--- src/cfp_pkg.sv ---
// Shared types and codes for the checksummed frame parser.
// No dependencies; imported by every module of the block.
package cfp_pkg;

   // Parser phase codes
   localparam logic [2:0] PH_HUNT    = 3'd0;
   localparam logic [2:0] PH_LEN     = 3'd1;
   localparam logic [2:0] PH_SENDER  = 3'd2;
   localparam logic [2:0] PH_MSGID   = 3'd3;
   localparam logic [2:0] PH_PAYLOAD = 3'd4;
   localparam logic [2:0] PH_CKA     = 3'd5;
   localparam logic [2:0] PH_CKB     = 3'd6;

   // Event codes reported with each word
   localparam logic [2:0] EV_NONE    = 3'd0;
   localparam logic [2:0] EV_PAYLOAD = 3'd1;
   localparam logic [2:0] EV_GOOD    = 3'd2;
   localparam logic [2:0] EV_CKERR   = 3'd3;
   localparam logic [2:0] EV_BADLEN  = 3'd4;

   // Header and trailer bytes counted in the length byte
   localparam logic [7:0] OVERHEAD = 8'd6;

   localparam logic [7:0] START_BYTE_RESET = 8'd153;

   typedef struct packed {
      logic [2:0]  phase;
      logic [7:0]  sum_a;
      logic [7:0]  sum_b;
      logic [7:0]  frame_payload_len;
      logic [7:0]  payload_count;
      logic [7:0]  held_sender;
      logic [7:0]  held_msgid;
      logic [15:0] error_count;
   } state_type;

   typedef struct packed {
      logic [2:0]  event_res;
      logic [7:0]  payload_byte;
      logic [7:0]  payload_index;
      logic [7:0]  payload_length;
      logic [7:0]  sender_id;
      logic [7:0]  message_id;
      logic [15:0] error_total;
   } result_type;

endpackage

--- src/cfp_step.sv ---
// Per-byte parser update: next state and result word from current state and byte.
// Depends on cfp_pkg.
module cfp_step (
   input  cfp_pkg::state_type  state_cur,
   input  logic [7:0]          rx_byte,
   input  logic [7:0]          start_byte,
   output cfp_pkg::state_type  state_nxt,
   output cfp_pkg::result_type result
);
   import cfp_pkg::*;

   logic [7:0] sum_a_add;
   logic [7:0] sum_b_add;
   logic [7:0] count_inc;
   logic [2:0] event_code;
   logic [7:0] pbyte;
   logic [7:0] pidx;

   // Fletcher running sums with this byte folded in
   assign sum_a_add = state_cur.sum_a + rx_byte;
   assign sum_b_add = state_cur.sum_b + sum_a_add;
   assign count_inc = state_cur.payload_count + 8'd1;

   // Advance the phase machine
   always_comb begin
      state_nxt  = state_cur;
      event_code = EV_NONE;
      pbyte      = 8'd0;
      pidx       = 8'd0;
      case (state_cur.phase)
         PH_LEN: begin
            if (rx_byte < OVERHEAD) begin
               state_nxt.frame_payload_len = 8'd0;
               state_nxt.error_count       = state_cur.error_count + 16'd1;
               event_code                  = EV_BADLEN;
               state_nxt.phase             = PH_HUNT;
            end else begin
               state_nxt.frame_payload_len = rx_byte - OVERHEAD;
               state_nxt.payload_count     = 8'd0;
               state_nxt.sum_a             = sum_a_add;
               state_nxt.sum_b             = sum_b_add;
               state_nxt.phase             = PH_SENDER;
            end
         end
         PH_SENDER: begin
            state_nxt.held_sender = rx_byte;
            state_nxt.sum_a       = sum_a_add;
            state_nxt.sum_b       = sum_b_add;
            state_nxt.phase       = PH_MSGID;
         end
         PH_MSGID: begin
            state_nxt.held_msgid = rx_byte;
            state_nxt.sum_a      = sum_a_add;
            state_nxt.sum_b      = sum_b_add;
            state_nxt.phase      = (state_cur.frame_payload_len == 8'd0) ? PH_CKA : PH_PAYLOAD;
         end
         PH_PAYLOAD: begin
            event_code              = EV_PAYLOAD;
            pbyte                   = rx_byte;
            pidx                    = state_cur.payload_count;
            state_nxt.payload_count = count_inc;
            state_nxt.sum_a         = sum_a_add;
            state_nxt.sum_b         = sum_b_add;
            if (count_inc == state_cur.frame_payload_len) begin
               state_nxt.phase = PH_CKA;
            end
         end
         PH_CKA: begin
            if (rx_byte != state_cur.sum_a) begin
               state_nxt.error_count = state_cur.error_count + 16'd1;
               event_code            = EV_CKERR;
               state_nxt.phase       = PH_HUNT;
            end else begin
               state_nxt.phase = PH_CKB;
            end
         end
         PH_CKB: begin
            if (rx_byte != state_cur.sum_b) begin
               state_nxt.error_count = state_cur.error_count + 16'd1;
               event_code            = EV_CKERR;
            end else begin
               event_code = EV_GOOD;
            end
            state_nxt.phase = PH_HUNT;
         end
         default: begin
            // hunting, and the unused code behaves the same
            if (rx_byte == start_byte) begin
               state_nxt.sum_a = start_byte;
               state_nxt.sum_b = start_byte;
               state_nxt.phase = PH_LEN;
            end else begin
               state_nxt.phase = PH_HUNT;
            end
         end
      endcase
   end

   // Build the result word from the updated state
   always_comb begin
      result.event_res      = event_code;
      result.payload_byte   = pbyte;
      result.payload_index  = pidx;
      result.payload_length = state_nxt.frame_payload_len;
      result.sender_id      = state_nxt.held_sender;
      result.message_id     = state_nxt.held_msgid;
      result.error_total    = state_nxt.error_count;
   end

endmodule

--- src/cfp_out_reg.sv ---
// Output register for result words, with valid/ready flow control.
// Depends on cfp_pkg.
module cfp_out_reg (
   input  logic                clock,
   input  logic                reset,
   input  logic                load_valid,
   output logic                load_ready,
   input  cfp_pkg::result_type load_word,
   output logic                out_valid,
   input  logic                out_ready,
   output cfp_pkg::result_type out_word
);
   import cfp_pkg::*;

   logic       valid_ff;
   logic       valid_in;
   result_type word_ff;

   // Take a new word when empty or when the held one leaves this cycle
   assign load_ready = !valid_ff || out_ready;
   assign valid_in   = load_valid || (valid_ff && !out_ready);

   always_ff @(posedge clock) begin
      if (reset) begin
         valid_ff <= 1'b0;
      end else begin
         valid_ff <= valid_in;
      end
   end

   // Hold payload until a new word is loaded
   always_ff @(posedge clock) begin
      if (load_valid && load_ready) begin
         word_ff <= load_word;
      end
   end

   assign out_valid = valid_ff;
   assign out_word  = word_ff;

endmodule

--- src/checksummed_frame_parser_unit.sv ---
// Checksummed frame parser, top level. Uses cfp_pkg, cfp_step and cfp_out_reg.
// A result word is registered, visible in the cycle after its byte is accepted.
// Throughput: one byte per cycle unless rsp_ready stalls the output register;
// the state update is combinational, so bytes may then arrive back to back.
// Reset: synchronous, active high; parser returns to hunting, sums, lengths,
// ids and error count clear, start byte returns to 153, output is empty.
module checksummed_frame_parser_unit (
   input  logic        clock,
   input  logic        reset,
   input  logic        req_valid,
   output logic        req_ready,
   input  logic [7:0]  req_rx_byte,
   output logic        rsp_valid,
   input  logic        rsp_ready,
   output logic [2:0]  rsp_event_res,
   output logic [7:0]  rsp_payload_byte,
   output logic [7:0]  rsp_payload_index,
   output logic [7:0]  rsp_payload_length,
   output logic [7:0]  rsp_sender_id,
   output logic [7:0]  rsp_message_id,
   output logic [15:0] rsp_error_total,
   input  logic        csr_valid,
   output logic        csr_ready,
   input  logic [7:0]  csr_start_byte
);
   import cfp_pkg::*;

   logic [7:0] start_byte_reg_ff;
   state_type  state_ff;
   state_type  state_in;
   result_type step_word;
   result_type out_word;
   logic       req_fire;

   // Start byte register; writes are always taken
   assign csr_ready = 1'b1;

   always_ff @(posedge clock) begin
      if (reset) begin
         start_byte_reg_ff <= START_BYTE_RESET;
      end else begin
         if (csr_valid) begin
            start_byte_reg_ff <= csr_start_byte;
         end
      end
   end

   assign req_fire = req_valid && req_ready;

   cfp_step u_step (
      .state_cur  (state_ff),
      .rx_byte    (req_rx_byte),
      .start_byte (start_byte_reg_ff),
      .state_nxt  (state_in),
      .result     (step_word)
   );

   // Advance parser state on each accepted word
   always_ff @(posedge clock) begin
      if (reset) begin
         state_ff <= '{phase: PH_HUNT, default: '0};
      end else if (req_fire) begin
         state_ff <= state_in;
      end
   end

   cfp_out_reg u_out (
      .clock      (clock),
      .reset      (reset),
      .load_valid (req_valid),
      .load_ready (req_ready),
      .load_word  (step_word),
      .out_valid  (rsp_valid),
      .out_ready  (rsp_ready),
      .out_word   (out_word)
   );

   assign rsp_event_res      = out_word.event_res;
   assign rsp_payload_byte   = out_word.payload_byte;
   assign rsp_payload_index  = out_word.payload_index;
   assign rsp_payload_length = out_word.payload_length;
   assign rsp_sender_id      = out_word.sender_id;
   assign rsp_message_id     = out_word.message_id;
   assign rsp_error_total    = out_word.error_total;

   // Every accepted word yields a result word on the next cycle
   assert property (@(posedge clock) disable iff (reset) req_fire |=> rsp_valid)
      else $error("accepted word produced no result");

   // A non-start byte while hunting keeps the parser hunting
   assert property (@(posedge clock) disable iff (reset)
      req_fire && state_ff.phase == PH_HUNT && req_rx_byte != start_byte_reg_ff
      |=> state_ff.phase == PH_HUNT)
      else $error("left hunting without a start byte");

   // Error events bump the error count by exactly one
   assert property (@(posedge clock) disable iff (reset)
      req_fire && (step_word.event_res == EV_CKERR || step_word.event_res == EV_BADLEN)
      |=> state_ff.error_count == 16'($past(state_ff.error_count) + 16'd1))
      else $error("error count did not advance on error");

   // A payload word always lies inside the frame payload
   assert property (@(posedge clock) disable iff (reset)
      rsp_valid && rsp_event_res == EV_PAYLOAD |-> rsp_payload_index < rsp_payload_length)
      else $error("payload index beyond payload length");

endmodule
--- config.mk ---
export PLATFORM = sky130hd
export DESIGN_NAME = checksummed_frame_parser_unit
export DESIGN_NICKNAME = d
export VERILOG_FILES = /design/src/cfp_pkg.sv /design/src/cfp_step.sv /design/src/cfp_out_reg.sv /design/src/checksummed_frame_parser_unit.sv
export SDC_FILE = /design/constraint.sdc
export NUM_CORES = 1
export LEC_CHECK = 0
export BUFFER_PORTS_ARGS = -buffer_cell sky130_fd_sc_hd__buf_2
export CAP_MARGIN = 10
export CORE_ASPECT_RATIO = 1.75
export CORE_MARGIN = 4
export CORE_UTILIZATION = 50
export CTS_BUF_LIST = sky130_fd_sc_hd__clkbuf_16
export CTS_CLUSTER_DIAMETER = 150
export CTS_CLUSTER_SIZE = 30
export DETAILED_ROUTE_END_ITERATION = 7
export PLACE_DENSITY = 0.76
export SYNTH_ARGS = -nofsm -noshare
export SYNTH_HDL_FRONTEND = slang
export SYNTH_SLANG_ARGS = --single-unit
--- constraint.sdc ---
create_clock -name clock -period 3.2 [get_ports clock]
set_clock_uncertainty 0.05 [all_clocks]
set_input_delay 0 -clock clock [delete_from_list [all_inputs] [get_ports clock]]
set_output_delay 0 -clock clock [all_outputs]
set_load 0.05 [all_outputs]
# [Word-level counts from Yosys, hierarchy flattened]
# Index checks and enable logic that the tools add are counted.
# Widths: inputs -> output; s select.
[word_totals] word_cells=73 register_bits=135 input_bits=21 output_inout_bits=62
[op_classes] magnitude_cmp=1 reduce_logical=14 bitwise=1 addsub=5 mux=23 n_eq_ne=12
[ops] op="$pmux 16 s3" n=2
[ops] op="$mux 16" n=5
[ops] op="$mux 8" n=5
[ops] op="$pmux 3 s6" n=1
[ops] op="$add 16x1->16 const B" n=1
[ops] op="$add 8x8->8" n=2
[ops] op="$eq 8x8->1" n=2
[ops] op="$ne 8x8->1" n=2
[ops] op="$pmux 8 s2" n=1
[ops] op="$pmux 3 s4" n=1
[ops] op="$eq 3x3->1 const B" n=3
[ops] op="$mux 3" n=3
[ops] op="$add 8x1->8 const B" n=1
[ops] op="$logic_not 8->1" n=1
[ops] op="$lt 8x3->1 const B" n=1
[ops] op="$sub 8x3->8 const B" n=1
[ops] op="$eq 3x2->1 const B" n=2
[ops] op="$mux 2" n=2
[ops] op="$reduce_and 4->1" n=1
[ops] op="$eq 3x1->1 const B" n=1
[ops] op="$mux 1" n=3
[ops] op="$reduce_and 3->1" n=1
[ops] op="$reduce_bool 3->1" n=1
[ops] op="$reduce_or 3->1" n=1
[ops] op="9 further kinds" n=12

# [Depth between registers and ports, before layout]
[logic_depth] ltp_word=4 ltp_mapped=12 ltp_nobuf=12

# [Cells and area by module]
# A second synthesis with hierarchy kept.
[hier_totals] hier_cells=808 area_unflattened_um2=8628.3
[modules_own_cells] mod="checksummed_frame_parser_unit" seq_area_each_um2=1501.4 area_per_inst_um2=3932.5 n_inst=1 cells_per_inst=333
[modules_own_cells] mod="cfp_step" seq_area_each_um2=0.0 area_per_inst_um2=2869.0 n_inst=1 cells_per_inst=411
[modules_own_cells] mod="cfp_out_reg" seq_area_each_um2=1791.7 area_per_inst_um2=1826.8 n_inst=1 cells_per_inst=64

# [Worst setup path before layout]
# Ideal clock, no wire load.
[synth_path] kind="register -> register" startpoint="register u_out.valid_ff (netlist: u_out.out_valid)" endpoint="register u_out.word_ff (netlist bit u_out.out_word[0]) (enable)" slack_ps=-751 path_stages_with_launch=6 arrival_ps=3455 required_time_ps=2704 setup_time_ps=446 path_buffers=2 synth_period_minus_slack_ps=3951 cell_sequence="dfxtp_1 nand2b_1 nand2_1 inv_1 clkbuf_1 buf_1"
[synth_via] elab_chain_len=3
[synth_lines] item="start, declared" line_no="cfp_out_reg.sv:15" source="logic valid_ff;"
[synth_lines] item="start signal, assigned" line_no="cfp_out_reg.sv:27" source="valid_ff <= valid_in;"
[synth_lines] item="$logic_not 1->1" line_no="cfp_out_reg.sv:20" source="assign load_ready = !valid_ff || out_ready;"
[synth_lines] item="$logic_or 1x1->1" line_no="cfp_out_reg.sv:20"
[synth_lines] item="named net req_ready" line_no="checksummed_frame_parser_unit.sv:11" source="output logic req_ready,"
[synth_lines] item="$logic_and 1x1->1"
[synth_lines] item="named net req_fire" line_no="checksummed_frame_parser_unit.sv:33" source="logic req_fire;"
[synth_lines] item="end signal, assigned" line_no="cfp_out_reg.sv:34" source="word_ff <= load_word;"
[synth_lines] item="end, declared" line_no="cfp_out_reg.sv:17" source="result_type word_ff;"
# The timed path passes the listed nets, and every way through them passes these cells.
# A chain may end at the register's enable or synchronous reset.

# [Final worst setup path]
[layout_path] startpoint="register state_ff[56] in the netlist's numbering" endpoint="register state_ff[55] in the netlist's numbering"
[layout_via] elab_chain_len=4
[layout_lines] item="start, declared" line_no="checksummed_frame_parser_unit.sv:29" source="state_type state_ff;"
[layout_lines] item="start signal, assigned" line_no="checksummed_frame_parser_unit.sv:63" source="state_ff <= state_in;"
[layout_lines] item="$add 8x8->8 (*)" line_no="cfp_step.sv:20" source="assign sum_a_add = state_cur.sum_a + rx_byte;"
[layout_lines] item="$add 8x8->8 (*)" line_no="cfp_step.sv:21" source="assign sum_b_add = state_cur.sum_b + sum_a_add;"
[layout_lines] item="$mux 16" line_no="cfp_step.sv:32" source="if (rx_byte < OVERHEAD) begin"
[layout_lines] item="$pmux 16 s3 (*)" line_no="cfp_step.sv:30" source="case (state_cur.phase)"
# Mark *: on every way between the ends. The rest lies on a longest branch, timed or not. The select of a mux whose other input is x is not followed.

==> metrics <==
post-synthesis mux area share about 4.4%; number of flops mapped to enable cells by yosys slightly below 60; sequential group share of total power between 40% and 50%; type of destination of the critical path flip-flop; detailed placer's ending HPWL ~12000 um; largest cells by area after synthesis sky130_fd_sc_hd__edfxtp_1, sky130_fd_sc_hd__dfxtp_1, sky130_fd_sc_hd__nand2_1; number of antenna violations at the first check in global routing 0; die height 163 um; largest family of logic cells by synthesized area simple AND/OR/NAND/NOR gates; placed cell area 7380 um2; chip width 96.3 um; clock buffer count from CTS 17; Synth Area per Inst between 9 and 10 um2; TritonCTS clock tree done; final standard cell area without fillers roughly 8000 um2; critical path's largest stage delay around 400 ps; Worst setup SP type flip-flop; XOR/XNOR share of the synthesized area between 8 and 9%; Overflow after GRT 0; Area Growth Syn to Fin 20.0%; Post-CTS Setup Bufs 0; Synth area leader sky130_fd_sc_hd__edfxtp_1; number of standard-cell rows in the floorplan 56; number of slew-limit violations in the final report 0; cell repeated most along the worst path sky130_fd_sc_hd__a21o_1; number of top-level pins 83; Total Routed Length 17000 um; post-synthesis sequential area ratio between 40% and 50%; count of buffer and inverter cells on the critical path 0; path type of the worst setup path flip-flop to flip-flop; number of endpoints failing setup at the final stage 0; number of max-cap violations 0; number of global-route vias before repair about 5700; fin crit period 2950 ps; DRC violations left 0; synthesized netlist net count ~750; maximum number of pins on one net before global-route repair between 40 and 50; Post-Syn Instances 705; maximum root-to-sink buffer count 2; count of different cell masters after synthesis between 60 and 70; switching power between 1 and 1.5 mW; YS warnings 0; synthesized-area fraction occupied by ao, oa, aoi and oai cells 13.1%; final-layout worst hold slack between 30 and 40 ps; worst min path class primary input to flip-flop; area share of fa/ha/maj cells after synthesis under 10%; CP delay by family, top compound AO/OA/AOI/OAI gates; RD Place Congestion 0.931; cell chosen for the clock root sky130_fd_sc_hd__clkbuf_16; share of power burned in the clock network 45.5%; signal arrival time at the worst endpoint 3180 ps; area of the core roughly 13000 um2; leakage power of the design 3.31 nW; starting DRC count in detailed routing 458; number of fillers in the final layout 1118; diodes inserted 0; proportion of synthesized flip-flops having asynchronous set or reset 0%; power density over the cells roughly 500 nW/um2; post-route setup TNS 0 ps; status finished, final reports clean; number of detailed-routing iterations run before antenna repair 5; switch share between 20% and 30%; synthesized cell area 6820 um2; most instantiated flip-flop cell in the synthesis netlist sky130_fd_sc_hd__dfxtp_1; post-synthesis sequential element count between 100 and 150; internal power around 3.1 mW; NumNets Final between 800 and 900; Via Count approximately 5700; post-route ant nets 0; Worst path slowest cell sky130_fd_sc_hd__fa_1; initial core utilization just over 50%; Logic pwr share 9.3%; # port buffers 81; total die area 15700 um2; Tot GR Track Use 22.6%; critical path cell sequence ha_1, fa_1, a21o_1, a21oi_1, xnor2_1, ha_1, nand3_1, o2111ai_1, a21o_1, a21o_1, xnor3_1, o22ai_1; Clock Sink Count approximately 140; CP Data Required Time between 3000 and 4000 ps; final worst path period share 92.1%; Max transition margin between 40% and 50%; Achievable Freq 339 MHz; clock latency at the later pin of the worst-skew pair ~400 ps; area fraction of the dominant cell type after synthesis between 20% and 30%; slew at the pin closest to its max-slew limit ~800 ps; wire length of the first global-routing pass 27500 um; utilization after layout just over 60%; largest fanout on the critical path 5; clock-pin slew reported for the worst setup and hold paths after clock tree synthesis approximately 60 ps; Hold Violations, Final 0; fraction of layout instances using a drive strength above 1 19.0%; final routed wire length divided by cell count about 17 um; vias per cell 5.75; overall power between 4 and 5 mW; Synth Area in Simple Gates between 10% and 20%; Max VDD drop roughly 0.33 mV; number of levels in the clock H-tree 4; unrepaired setup endpoints after global routing no
## cell families (layout without fill, tap and decap cells)
group / after synthesis / in the layout
other cells: 1 / 1
flops: 135 / 135
buf+inv: 53 / 164
mux: 28 / 28
compound gates: 147 / 147
simple gates: 257 / 257
xor+xnor: 65 / 65
fa+ha+maj: 19 / 19
## placed cells by master, fill, tap and decap left out, types with 4 or more instances in the layout
| cell type | instances |
|---|---|
| sky130_fd_sc_hd__nand2_1 | 92 |
| sky130_fd_sc_hd__buf_2 | 81 |
| sky130_fd_sc_hd__dfxtp_1 | 76 |
| sky130_fd_sc_hd__edfxtp_1 | 59 |
| sky130_fd_sc_hd__a21oi_1 | 56 |
| sky130_fd_sc_hd__nor2_1 | 55 |
| sky130_fd_sc_hd__xor2_1 | 36 |
| sky130_fd_sc_hd__o21ai_0 | 36 |
| sky130_fd_sc_hd__xnor2_1 | 28 |
| sky130_fd_sc_hd__dlygate4sd3_1 | 24 |
| sky130_fd_sc_hd__and3_1 | 18 |
| sky130_fd_sc_hd__clkbuf_16 | 18 |
| sky130_fd_sc_hd__nand3_1 | 17 |
| sky130_fd_sc_hd__ha_1 | 17 |
| sky130_fd_sc_hd__mux2_2 | 16 |
| sky130_fd_sc_hd__buf_4 | 14 |
| sky130_fd_sc_hd__inv_1 | 12 |
| sky130_fd_sc_hd__mux2i_1 | 12 |
| sky130_fd_sc_hd__nor3_1 | 11 |
| sky130_fd_sc_hd__nor4_1 | 9 |
| sky130_fd_sc_hd__a31oi_1 | 9 |
| sky130_fd_sc_hd__or3_1 | 9 |
| sky130_fd_sc_hd__nor2b_1 | 8 |
| sky130_fd_sc_hd__o211ai_1 | 7 |
| sky130_fd_sc_hd__and2_1 | 6 |
| sky130_fd_sc_hd__and4_1 | 5 |
| sky130_fd_sc_hd__clkinvlp_4 | 5 |
| sky130_fd_sc_hd__or2_2 | 4 |
| sky130_fd_sc_hd__a22o_1 | 4 |
| sky130_fd_sc_hd__a21o_1 | 4 |
| sky130_fd_sc_hd__o2111ai_1 | 4 |
| sky130_fd_sc_hd__or4_1 | 4 |
## path summary, 6_finish.rpt
check	startpoint	endpoint	slack [ps]	cells past startpoint
max	state_ff[56]	state_ff[55]	250	12
min	req_rx_byte[0]	state_ff[40]	40	4
max reg2reg	state_ff[56]	state_ff[55]	250	12
min reg2reg	state_ff[22]	state_ff[22]	410	2
## sequential cells by signal, summed over array words and instances (netlist names)
name / count
state_ff: 67
u_out.out_valid: 1
start_byte_reg_ff: 8
u_out.out_word: 59
## cell usage after synthesis (3+ instances only)
cell,n
sky130_fd_sc_hd__a21o_1,4
sky130_fd_sc_hd__a21oi_1,56
sky130_fd_sc_hd__a22o_1,4
sky130_fd_sc_hd__a31oi_1,9
sky130_fd_sc_hd__and2_1,6
sky130_fd_sc_hd__and3_1,18
sky130_fd_sc_hd__and4_1,5
sky130_fd_sc_hd__buf_2,7
sky130_fd_sc_hd__clkbuf_1,28
sky130_fd_sc_hd__dfxtp_1,76
sky130_fd_sc_hd__edfxtp_1,59
sky130_fd_sc_hd__ha_1,17
sky130_fd_sc_hd__inv_1,13
sky130_fd_sc_hd__mux2_2,16
sky130_fd_sc_hd__mux2i_1,12
sky130_fd_sc_hd__nand2_1,92
sky130_fd_sc_hd__nand2b_1,3
sky130_fd_sc_hd__nand3_1,17
sky130_fd_sc_hd__nor2_1,55
sky130_fd_sc_hd__nor2b_1,8
sky130_fd_sc_hd__nor3_1,11
sky130_fd_sc_hd__nor4_1,9
sky130_fd_sc_hd__o2111ai_1,4
sky130_fd_sc_hd__o211ai_1,7
sky130_fd_sc_hd__o21ai_0,36
sky130_fd_sc_hd__o21bai_1,3
sky130_fd_sc_hd__o31ai_1,3
sky130_fd_sc_hd__or2_2,4
sky130_fd_sc_hd__or3_1,9
sky130_fd_sc_hd__or4_1,4
sky130_fd_sc_hd__xnor2_1,28
sky130_fd_sc_hd__xor2_1,36
## metal layers
metal | part of all wire, % | wire length, um | vias up | global-route usage [%]
li1 | - | - | 2703 | -
met1 | 37 | 6310 | 2733 | 24.2
met2 | 53 | 9010 | 201 | 40.3
met3 | 5.2 | 878 | 54 | 4.99
met4 | 4.6 | 774 | 0 | 11.9
met5 | 0 | 0 | - | 0
## worst register-to-register path, stage by stage, from the launching register on
cell	delay, ps
sky130_fd_sc_hd__dfxtp_1	310
sky130_fd_sc_hd__ha_1	200
sky130_fd_sc_hd__fa_1	400
sky130_fd_sc_hd__a21o_1	200
sky130_fd_sc_hd__a21oi_1	210
sky130_fd_sc_hd__xnor2_1	180
sky130_fd_sc_hd__ha_1	320
sky130_fd_sc_hd__nand3_1	110
sky130_fd_sc_hd__o2111ai_1	170
sky130_fd_sc_hd__a21o_1	220
sky130_fd_sc_hd__a21o_1	180
sky130_fd_sc_hd__xnor3_1	210
sky130_fd_sc_hd__o22ai_1	70
## layout make-up
class	count	area (um2)	area share, %
repair buffers	119	751	9.17
well taps	174	218	2.66
clock buffers	18	450	5.50
clock inverters	14	124	1.51
multi-input cells	517	3300	40.3
inverters	13	50.0	0.611
flip-flops and latches	135	3290	40.2
## per-stage QoR
stage | worst slack [ps] | instances
floorplan | 88.5 | 705
global route | 90.1 | 990
finish | 252 | 990
detailed placement | 275 | 934
global placement | 324 | 934
CTS | 260 | 990
## timing repair
action                                  4_1_cts  5_1_grt
hold endpoints to repair                     12        0
hold buffers                                 24        0
endpoints found under the setup margin        0        0
gates resized for setup                       0        0
## power by group through the flow
stage / Clock (mW) / Combinational [mW] / Sequential [mW]
2_1_floorplan: 0 / 0.137 / 2.02
3_3_place_gp: 0 / 0.350 / 1.89
3_5_place_dp: 0 / 0.355 / 1.90
4_1_cts: 1.90 / 0.382 / 1.86
5_1_grt: 1.97 / 0.406 / 1.86
6_report: 1.87 / 0.383 / 1.86
Power figures use the tool's default switching activity.
